==> config.mk <==
export PLATFORM = sky130hd
export DESIGN_NAME = least_squares_slope_fit
export DESIGN_NICKNAME = d
export VERILOG_FILES = /design/src/rtl/lssf_pkg.sv /design/src/rtl/lssf_front.sv /design/src/rtl/lssf_fifo.sv /design/src/rtl/lssf_back.sv /design/src/rtl/least_squares_slope_fit.sv
export VERILOG_INCLUDE_DIRS = /design/src /design/src/rtl
export SDC_FILE = /design/constraint.sdc
export NUM_CORES = 2
export LEC_CHECK = 0
export BUFFER_PORTS_ARGS = -buffer_cell sky130_fd_sc_hd__buf_2
export CAP_MARGIN = 20
export CORE_ASPECT_RATIO = 0.5
export CORE_MARGIN = 4
export CORE_UTILIZATION = 56
export CTS_CLUSTER_DIAMETER = 100
export DETAILED_ROUTE_END_ITERATION = 16
export PLACE_DENSITY = 0.84
export SETUP_SLACK_MARGIN = 0.2
export SYNTH_ARGS = -nofsm -noshare
export SYNTH_HDL_FRONTEND = slang
export SYNTH_SLANG_ARGS = --single-unit
==> constraint.sdc <==
create_clock -name clk_i -period 10.1 [get_ports clk_i]
set_input_delay 0.505 -clock clk_i [delete_from_list [all_inputs] [get_ports clk_i]]
set_output_delay 0.505 -clock clk_i [all_outputs]
set_load 0.01 [all_outputs]
==> src/rtl/assert_macros.svh <==
// Shared assertion helpers; each expects clk_i and rst_ni in scope.
`ifndef ASSERT_MACROS_SVH
`define ASSERT_MACROS_SVH

// Check a property on every clock edge out of reset.
`define LSSF_ASSERT(name, prop, msg) \
  name: assert property (@(posedge clk_i) disable iff (!rst_ni) prop) else $error(msg);

// Check that a condition never holds out of reset.
`define LSSF_NEVER(name, cond, msg) \
  name: assert property (@(posedge clk_i) disable iff (!rst_ni) !(cond)) else $error(msg);

`endif

==> src/rtl/lssf_pkg.sv <==
`default_nettype none
package lssf_pkg;

  localparam int unsigned MaxPoints = 4096;
  localparam int unsigned CoordW    = 12;
  localparam int unsigned LogPoints = $clog2(MaxPoints);
  localparam int unsigned CountW    = $clog2(MaxPoints + 1);
  localparam int unsigned SumW      = CoordW + LogPoints;
  localparam int unsigned SqW       = 2 * CoordW + LogPoints;
  localparam int unsigned ProdW     = CountW + SqW;
  localparam int unsigned FracW     = 16;
  localparam int unsigned QuotW     = ProdW + FracW;
  localparam int unsigned DivCntW   = $clog2(QuotW);
  localparam int unsigned SlopeW    = 32;
  localparam int unsigned ThrW      = 31;
  localparam int unsigned FifoDepth = 2;
  localparam int unsigned PtrW      = $clog2(FifoDepth);
  localparam int unsigned MulAW     = SumW;
  localparam int unsigned MulBW     = SqW;
  localparam int unsigned MulW      = MulAW + MulBW;

  localparam logic [ThrW-1:0]   ThrReset  = ThrW'(6554);
  localparam logic [SlopeW-1:0] MagLimPos = 32'h7FFF_FFFF;
  localparam logic [SlopeW-1:0] MagLimNeg = 32'h8000_0000;

  typedef struct packed {
    logic [CoordW-1:0] point_x;
    logic [CoordW-1:0] point_y;
    logic              last_point;
  } point_t;

  typedef struct packed {
    logic signed [SlopeW-1:0] slope;
    logic                     degenerate;
    logic                     tilted;
    logic                     points_dropped;
    logic [CountW-1:0]        point_count;
  } fit_t;

  // Accumulated sums of one point set, handed from front to back.
  typedef struct packed {
    logic [CountW-1:0] count;
    logic [SumW-1:0]   sum_x;
    logic [SumW-1:0]   sum_y;
    logic [SqW-1:0]    sum_xx;
    logic [SqW-1:0]    sum_xy;
    logic              dropped;
  } acc_t;

  typedef struct packed {
    logic full;
    logic empty;
  } fifo_stat_t;

  typedef enum logic [2:0] {
    StIdle,
    StMulA,
    StMulB,
    StMulC,
    StMulD,
    StSign,
    StDiv,
    StOut
  } back_st_e;

endpackage
`default_nettype wire

==> src/rtl/lssf_front.sv <==
`default_nettype none
module lssf_front (
  input  wire logic            clk_i,
  input  wire logic            rst_ni,
  input  wire logic            in_valid_i,
  output logic                 in_ready_o,
  input  wire lssf_pkg::point_t in_data_i,
  input  wire logic            fifo_full_i,
  output logic                 push_o,
  output lssf_pkg::acc_t       push_data_o
);
  import lssf_pkg::*;
  `include "assert_macros.svh"

  acc_t cur_q, cur_d, nxt;
  logic [2*CoordW-1:0] xx, xy;
  logic full;
  logic xfer;

  assign in_ready_o = !fifo_full_i;
  assign xfer       = in_valid_i && in_ready_o;
  assign full       = (cur_q.count == CountW'(MaxPoints));

  assign xx = {{CoordW{1'b0}}, in_data_i.point_x} * {{CoordW{1'b0}}, in_data_i.point_x};
  assign xy = {{CoordW{1'b0}}, in_data_i.point_x} * {{CoordW{1'b0}}, in_data_i.point_y};

  always_comb begin
    nxt = cur_q;
    if (!full) begin
      nxt.count  = cur_q.count + CountW'(1);
      nxt.sum_x  = cur_q.sum_x + SumW'(in_data_i.point_x);
      nxt.sum_y  = cur_q.sum_y + SumW'(in_data_i.point_y);
      nxt.sum_xx = cur_q.sum_xx + SqW'(xx);
      nxt.sum_xy = cur_q.sum_xy + SqW'(xy);
    end else begin
      // drop the point once capacity is reached
      nxt.dropped = 1'b1;
    end
  end

  always_comb begin
    cur_d = cur_q;
    if (xfer) begin
      cur_d = in_data_i.last_point ? '0 : nxt;
    end
  end

  assign push_o      = xfer && in_data_i.last_point;
  assign push_data_o = nxt;

  always_ff @(posedge clk_i or negedge rst_ni) begin
    if (!rst_ni) begin
      cur_q <= '0;
    end else begin
      cur_q <= cur_d;
    end
  end

  `LSSF_ASSERT(clear_after_last, push_o |=> (cur_q.count == '0 && !cur_q.dropped), "sums not cleared after last point")
  `LSSF_NEVER(count_in_range, cur_q.count > CountW'(MaxPoints), "point count beyond capacity")

endmodule
`default_nettype wire

==> src/rtl/lssf_fifo.sv <==
`default_nettype none
module lssf_fifo (
  input  wire logic             clk_i,
  input  wire logic             rst_ni,
  input  wire logic             push_i,
  input  wire lssf_pkg::acc_t   push_data_i,
  input  wire logic             pop_i,
  output lssf_pkg::acc_t        pop_data_o,
  output lssf_pkg::fifo_stat_t  stat_o
);
  import lssf_pkg::*;
  `include "assert_macros.svh"

  acc_t mem_q [FifoDepth];
  logic [PtrW-1:0] wr_ptr_q, rd_ptr_q;
  logic [PtrW:0]   cnt_q;

  assign stat_o.full  = (cnt_q == (PtrW+1)'(FifoDepth));
  assign stat_o.empty = (cnt_q == '0);
  assign pop_data_o   = mem_q[rd_ptr_q];

  always_ff @(posedge clk_i) begin
    if (push_i) begin
      mem_q[wr_ptr_q] <= push_data_i;
    end
  end

  always_ff @(posedge clk_i or negedge rst_ni) begin
    if (!rst_ni) begin
      wr_ptr_q <= '0;
      rd_ptr_q <= '0;
      cnt_q    <= '0;
    end else begin
      if (push_i) wr_ptr_q <= wr_ptr_q + PtrW'(1);
      if (pop_i)  rd_ptr_q <= rd_ptr_q + PtrW'(1);
      unique case ({push_i, pop_i})
        2'b10:   cnt_q <= cnt_q + (PtrW+1)'(1);
        2'b01:   cnt_q <= cnt_q - (PtrW+1)'(1);
        default: cnt_q <= cnt_q;
      endcase
    end
  end

  `LSSF_NEVER(no_overrun, push_i && stat_o.full, "push into full queue")
  `LSSF_NEVER(no_underrun, pop_i && stat_o.empty, "pop from empty queue")

endmodule
`default_nettype wire

==> src/rtl/lssf_back.sv <==
`default_nettype none
module lssf_back (
  input  wire logic                      clk_i,
  input  wire logic                      rst_ni,
  input  wire lssf_pkg::fifo_stat_t      fifo_stat_i,
  input  wire lssf_pkg::acc_t            fifo_data_i,
  output logic                           pop_o,
  input  wire logic [lssf_pkg::ThrW-1:0] thr_i,
  output logic                           out_valid_o,
  input  wire logic                      out_ready_i,
  output lssf_pkg::fit_t                 out_data_o
);
  import lssf_pkg::*;
  `include "assert_macros.svh"

  back_st_e state_q, state_d;
  acc_t     work_q;
  logic [ProdW-1:0]   prod_q, hold_q, den_q, rem_q;
  logic [QuotW-1:0]   nq_q;
  logic [DivCntW-1:0] cnt_q;
  logic               neg_q, degen_q;
  logic               out_valid_q;
  fit_t               out_q, fit;
  logic               out_load;

  logic [MulAW-1:0] op_a;
  logic [MulBW-1:0] op_b;
  logic [MulW-1:0]  mul;
  logic [ProdW-1:0] diff;
  logic [ProdW:0]   rem_sh, den_ext, rem_sub;
  logic             ge;
  logic             last_step;
  logic [SlopeW-1:0] lim, mag32;
  logic              over;

  // shared multiplier, one product per state
  always_comb begin
    unique case (state_q)
      StMulA:  begin op_a = MulAW'(work_q.count); op_b = work_q.sum_xx;         end
      StMulB:  begin op_a = work_q.sum_x;         op_b = MulBW'(work_q.sum_x);  end
      StMulC:  begin op_a = MulAW'(work_q.count); op_b = work_q.sum_xy;         end
      StMulD:  begin op_a = work_q.sum_x;         op_b = MulBW'(work_q.sum_y);  end
      default: begin op_a = '0;                   op_b = '0;                    end
    endcase
  end
  assign mul = {{MulBW{1'b0}}, op_a} * {{MulAW{1'b0}}, op_b};

  assign diff = (hold_q < prod_q) ? (prod_q - hold_q) : (hold_q - prod_q);

  // one restoring division step per cycle
  assign rem_sh  = {rem_q, nq_q[QuotW-1]};
  assign den_ext = {1'b0, den_q};
  assign ge      = (rem_sh >= den_ext);
  assign rem_sub = rem_sh - den_ext;
  assign last_step = (cnt_q == DivCntW'(QuotW - 1));

  // saturate the quotient and apply the sign
  always_comb begin
    lim   = neg_q ? MagLimNeg : MagLimPos;
    over  = (nq_q > {{(QuotW-SlopeW){1'b0}}, lim});
    mag32 = over ? lim : nq_q[SlopeW-1:0];
    fit.degenerate     = degen_q;
    fit.points_dropped = work_q.dropped;
    fit.point_count    = work_q.count;
    if (degen_q) begin
      fit.slope  = '0;
      fit.tilted = 1'b0;
    end else begin
      fit.slope  = $signed(neg_q ? (SlopeW'(0) - mag32) : mag32);
      fit.tilted = (mag32 > {1'b0, thr_i});
    end
  end

  always_comb begin
    state_d = state_q;
    unique case (state_q)
      StIdle: if (!fifo_stat_i.empty) state_d = StMulA;
      StMulA: state_d = StMulB;
      StMulB: state_d = StMulC;
      StMulC: state_d = StMulD;
      StMulD: state_d = StSign;
      StSign: state_d = degen_q ? StOut : StDiv;
      StDiv:  if (last_step) state_d = StOut;
      StOut:  if (!out_valid_q || out_ready_i) state_d = StIdle;
      default: state_d = StIdle;
    endcase
  end

  always_comb begin
    pop_o    = (state_q == StIdle) && !fifo_stat_i.empty;
    out_load = (state_q == StOut) && (!out_valid_q || out_ready_i);
  end

  always_ff @(posedge clk_i) begin
    if (pop_o) work_q <= fifo_data_i;
    unique case (state_q)
      StMulA: prod_q <= ProdW'(mul);
      StMulB: begin
        hold_q <= prod_q;
        prod_q <= ProdW'(mul);
      end
      StMulC: begin
        den_q   <= hold_q - prod_q;
        degen_q <= (work_q.count < CountW'(2)) || (hold_q <= prod_q);
        prod_q  <= ProdW'(mul);
      end
      StMulD: begin
        hold_q <= prod_q;
        prod_q <= ProdW'(mul);
      end
      StSign: begin
        neg_q <= (hold_q < prod_q);
        nq_q  <= {diff, {FracW{1'b0}}};
        rem_q <= '0;
        cnt_q <= '0;
      end
      StDiv: begin
        rem_q <= ge ? rem_sub[ProdW-1:0] : rem_sh[ProdW-1:0];
        nq_q  <= {nq_q[QuotW-2:0], ge};
        cnt_q <= cnt_q + DivCntW'(1);
      end
      default: ;
    endcase
    if (out_load) out_q <= fit;
  end

  always_ff @(posedge clk_i or negedge rst_ni) begin
    if (!rst_ni) begin
      state_q     <= StIdle;
      out_valid_q <= 1'b0;
    end else begin
      state_q <= state_d;
      if (out_load) begin
        out_valid_q <= 1'b1;
      end else if (out_ready_i) begin
        out_valid_q <= 1'b0;
      end
    end
  end

  assign out_valid_o = out_valid_q;
  assign out_data_o  = out_q;

  `LSSF_ASSERT(degen_zero_slope, (out_valid_q && out_q.degenerate) |-> (out_q.slope == '0 && !out_q.tilted), "degenerate fit with nonzero slope")
  `LSSF_NEVER(pop_only_idle, pop_o && state_q != StIdle, "queue popped while busy")

endmodule
`default_nettype wire

==> src/rtl/least_squares_slope_fit.sv <==
`default_nettype none
// Least-squares slope fit over a stream of horizon points. The front end takes
// one point per cycle and adds it to the count and the sums of x, y, x*x and
// x*y; a transfer marked last_point closes the set, which is queued (two
// deep) to the back end, and the sums clear at once so the next set streams
// in without a gap. Points past 4096 per set are dropped and flagged. The back
// end runs one set at a time: four products on a shared multiplier, a sign
// step, then a restoring divider that retires one quotient bit per cycle;
// a degenerate set skips the divider and goes from the sign step to the
// output register. The input stalls only when two closed sets wait in the
// queue. The slope is signed Q16.16, truncated toward zero and saturated;
// tilted compares its magnitude with thr_q (reset 6554, about 0.1).
module least_squares_slope_fit (
  input  wire logic                      clk_i,
  input  wire logic                      rst_ni,
  input  wire logic                      in_valid_i,
  output logic                           in_ready_o,
  input  wire lssf_pkg::point_t          in_data_i,
  output logic                           out_valid_o,
  input  wire logic                      out_ready_i,
  output lssf_pkg::fit_t                 out_data_o,
  input  wire logic                      cfg_valid_i,
  output logic                           cfg_ready_o,
  input  wire logic [lssf_pkg::ThrW-1:0] cfg_data_i
);
  import lssf_pkg::*;

  logic [ThrW-1:0] thr_q;
  logic            push, pop;
  acc_t            push_data, pop_data;
  fifo_stat_t      fifo_stat;

  assign cfg_ready_o = 1'b1;

  always_ff @(posedge clk_i or negedge rst_ni) begin
    if (!rst_ni) begin
      thr_q <= ThrReset;
    end else if (cfg_valid_i && cfg_ready_o) begin
      thr_q <= cfg_data_i;
    end
  end

  lssf_front u_front (
    .clk_i       (clk_i),
    .rst_ni      (rst_ni),
    .in_valid_i  (in_valid_i),
    .in_ready_o  (in_ready_o),
    .in_data_i   (in_data_i),
    .fifo_full_i (fifo_stat.full),
    .push_o      (push),
    .push_data_o (push_data)
  );

  lssf_fifo u_fifo (
    .clk_i       (clk_i),
    .rst_ni      (rst_ni),
    .push_i      (push),
    .push_data_i (push_data),
    .pop_i       (pop),
    .pop_data_o  (pop_data),
    .stat_o      (fifo_stat)
  );

  lssf_back u_back (
    .clk_i       (clk_i),
    .rst_ni      (rst_ni),
    .fifo_stat_i (fifo_stat),
    .fifo_data_i (pop_data),
    .pop_o       (pop),
    .thr_i       (thr_q),
    .out_valid_o (out_valid_o),
    .out_ready_i (out_ready_i),
    .out_data_o  (out_data_o)
  );

endmodule
`default_nettype wire
==> summary.md <==
| Metric | Value |
|---|---|
| Status | finished clean |
| Critical path's slowest cell | a22oi_2 |
| Global-route wire length before repair | 337 mm |
| Total CTS buffers | 85 |
| DR DRC count | 0 |
| CP Capture Type | flop |
| Die area | 151000 um2 |
| Synth Area in Adders | 30.5% |
| Placer Congestion | 0.998 |
| Mux share of post-synthesis cell area | 3.22% |
| Most used cell, CP | fa_1 |
| Largest net degree at the start of global routing | 88 |
| Total negative setup slack | 0 ns |
| Async SR Flop Fraction | 19.4% |
| Simple-Gate Fraction of Synth Area | 12.4% |
| RSZ-0062 raised after global routing | no |
| CP startpoint kind | flop |
| Row cnt | 98 |
| Final wirelength | 211 mm |
| Io pins | 112 |
| Root buf cell | clkbuf_16 |
| H-tree depth | 3 |
| Synth Flop Type | edfxtp_1 |
| Post-synth top area cell | edfxtp_1 |
| Max Fclk | 0.107 GHz |
| Number of global-route vias before repair | 60641 |
| Slew Limit Fails | 0 |
| Synthesis warning total | 0 |
| Initial Utilization | 56.6% |
| Die Span Y | 277 um |
| Mapped Avg Cell Area | 9.94 um2 |
| Post-Syn Instances | 8152 |
| Layout cells sized above 1 | 7.12% |
| Top cell type's share of synthesized area | 26.7% |
| Post-Syn Area | 81000 um2 |
| DP HPWL | 159 mm |
| Worst path max stage delay | 0.77 ns |
| Gr usage total | 28.0% |
| Vias per inst | 5.89 |
| Worst Path Max Fanout | 43 |
| Die width | 546 um |
| Area contributors post-synth | edfxtp_1 27%, fa_1 23%, ha_1 7.7%, inv_1 5.9%, dfrtp_1 5.1% |
| CTS tree | done |
| DR vias | 59464 |
| Gr ovfl total | 0 |
| Post-synth EDFFs | 720 |
| CORE AREA | 143000 um2 |
| Clk_lat worst skew | 0.71 ns |
| Clock slew at reported path FFs | 0.06 ns |
| Final hold vios | 0 |
| Maxcap violations | 0 |
| Hold WC Path Type | input port to flop |
| Drt first pass iters | 9 |
| Post-synthesis compound-gate area fraction | 10.6% |
| Sequential cell area | 26000 um2 |
| Clock sinks | 893 |
| Worst-margin pin slew | 1.09 ns |
| Setup violators final | 0 |
| Largest family of logic cells by synthesized area | adder cells |
| DRT iter0 DRCs | 6384 |
| Initial antenna violation count | 7 |
| Wire per inst | 20.9 um |
| Layout Skew | 0.0557 ns |
| CTS Buffer Depth | 3 |
| Worst Path Arrival | 9.71 ns |
| Tmin final | 9.30 ns |
| Synth Area in XOR/XNOR | 3.34% |
| Synthesized flop and latch total | 893 |
| Period utilization | 92.1% |
| Layout area overhead | 6.63% |
| Antenna Nets Post-Route | 0 |
| Fill count | 11320 |
| Post-synthesis sequential area ratio | 32.0% |
| Area occupied by multi-input gates | 49100 um2 |
| NumNets Final | 9606 |
| # port buffers | 110 |
| Rel. slew slack | 25.1% |
| Critical path type | flop to flop |
| CP Data Required Time | 10.51 ns |
| Cell variety after synth | 97 |
## final timing paths
check                                         startpoint                              end  slack (ns)  cells past startpoint
max                        u_back.state_q[1]$_DFFE_PN0P_      u_back.prod_q[47]$_DFFE_PP_        0.80                     28
max reg2reg                u_back.state_q[1]$_DFFE_PN0P_      u_back.prod_q[47]$_DFFE_PP_        0.80                     28
min reg2reg                     u_back.fit[13]$_DFFE_PP_  u_back.out_data_o[13]$_DFFE_PP_        0.42                      0
min in group asynchronous                         rst_ni    u_front.cur_q[45]$_DFFE_PN0P_        0.33                      2
max in group asynchronous                         rst_ni      u_fifo.rd_ptr_q$_DFFE_PN0P_        8.41                      3
min                                       cfg_data_i[23]            thr_q[23]$_DFFE_PN0P_        0.03                      3
## metal layers
metal / share of wire [%] / global-route usage [%] / wire (um) / vias up
met5: 0.024 / 0 / 51 / -
met4: 3.8 / 9.84 / 8100 / 8
met3: 11 / 7.12 / 23200 / 543
met2: 45 / 43.7 / 94600 / 2924
met1: 40 / 38.3 / 85300 / 29305
li1: - / - / - / 26684
## cells by family (layout without fill, tap and decap cells)
family / count (synthesis) / after routing
AO/OA/AOI/OAI: 1337 / 1337
XOR/XNOR: 309 / 309
adder cells (fa/ha/maj): 1422 / 1422
buffers and inverters: 1663 / 1637
flip-flops: 893 / 893
multiplexers: 241 / 241
other: 2 / 69
AND/OR/NAND/NOR: 2285 / 2285
## flip-flops by register name, indices dropped and copies added (netlist names), 2 cells and up
signal,flops
u_back.rem_q,49
u_back.out_data_o,48
u_back.prod_q,49
u_back.fit,14
u_fifo.mem_q,268
u_back.hold_q,49
u_back.work_q,120
u_back.state_q,3
u_back.nq_q,65
u_fifo.cnt_q,2
thr_q,31
u_front.cur_q,134
u_back.cnt_q,7
u_back.den_q,49
## stage by stage
| stage | worst slack [ns] | utilization, % | instance area, um2 | hold slack [ns] | instances |
|---|---|---|---|---|---|
| finish | 0.796 | 60.3 | 86400 | 0.0314 | 10093 |
| global placement | 0.921 | 58.3 | 83500 | 0.409 | 9933 |
| CTS | 0.631 | 60.3 | 86400 | 0.00324 | 10091 |
| floorplan | 0.362 | - | 81200 | 0.209 | 8217 |
| global route | 0.315 | 60.3 | 86400 | 0.0287 | 10092 |
| detailed placement | 0.687 | 58.3 | 83500 | 0.412 | 9933 |
## repair_timing
item	in CTS	in global routing
setup endpoints to repair	0	3
hold endpoints to repair	51	0
hold buffers	3	0
buffers inserted	0	0
gates resized for setup	0	5
## layout make-up
type	count	share of cell area, %
well taps	1900	2.75
diodes	2	0.00579
repair buffers	214	1.56
multi-input cells	5661	56.8
clock inverters	44	0.619
inverters	1268	5.51
flip-flops and latches	893	30.1
clock buffers	111	2.67
## cell usage after synthesis, drive strengths merged, types with 34 or more instances
library cell	count
fa	921
edfxtp	720
xnor2	203
nand2b	51
nor3	87
and2	147
xor2	106
and3	56
clkbuf	330
nand3	90
nor2	713
a21oi	420
buf	65
mux2	154
a21o	123
nand4	60
ha	501
nor2b	39
a22o	81
dfrtp	166
o21ai	292
a221o	36
mux2i	87
o21bai	62
a221oi	34
inv	1266
o21a	49
nand2	944
## cell usage in the layout, fill, tap and decap left out, drive strengths merged, types with 34 or more instances in the layout
master  synthesis  layout
a22o           81      81
nor3           87      87
buf            65     210
xnor2         203     203
fa            921     921
and3           56      56
o21bai         62      62
nand2b         51      51
edfxtp        720     720
xor2          106     106
o21ai         292     292
nand4          60      60
nand2         944     944
inv          1266    1276
conb            2      67
nor2b          39      39
a21o          123     123
o21a           49      49
mux2          154     154
a221oi         34      34
a221o          36      36
dfrtp         166     166
nand3          90      90
clkbuf        330     112
and2          147     147
nor2          713     713
a21oi         420     420
mux2i          87      87
ha            501     501
## critical path, delay by kind of cell, from the launching register on
family | cells | cell delay (ns)
and+or+nand+nor | 5 | 1.16
adders and majority gates | 8 | 3.59
AOI/OAI and AO/OA | 9 | 3.09
buffers and inverters | 5 | 0.56
xor gates and xnor gates | 1 | 0.13
DFF | 1 | 0.48
Power is left out: the tool's default activity adds up to more than one toggle a clock period on the data nets, which glitch-free logic cannot reach.
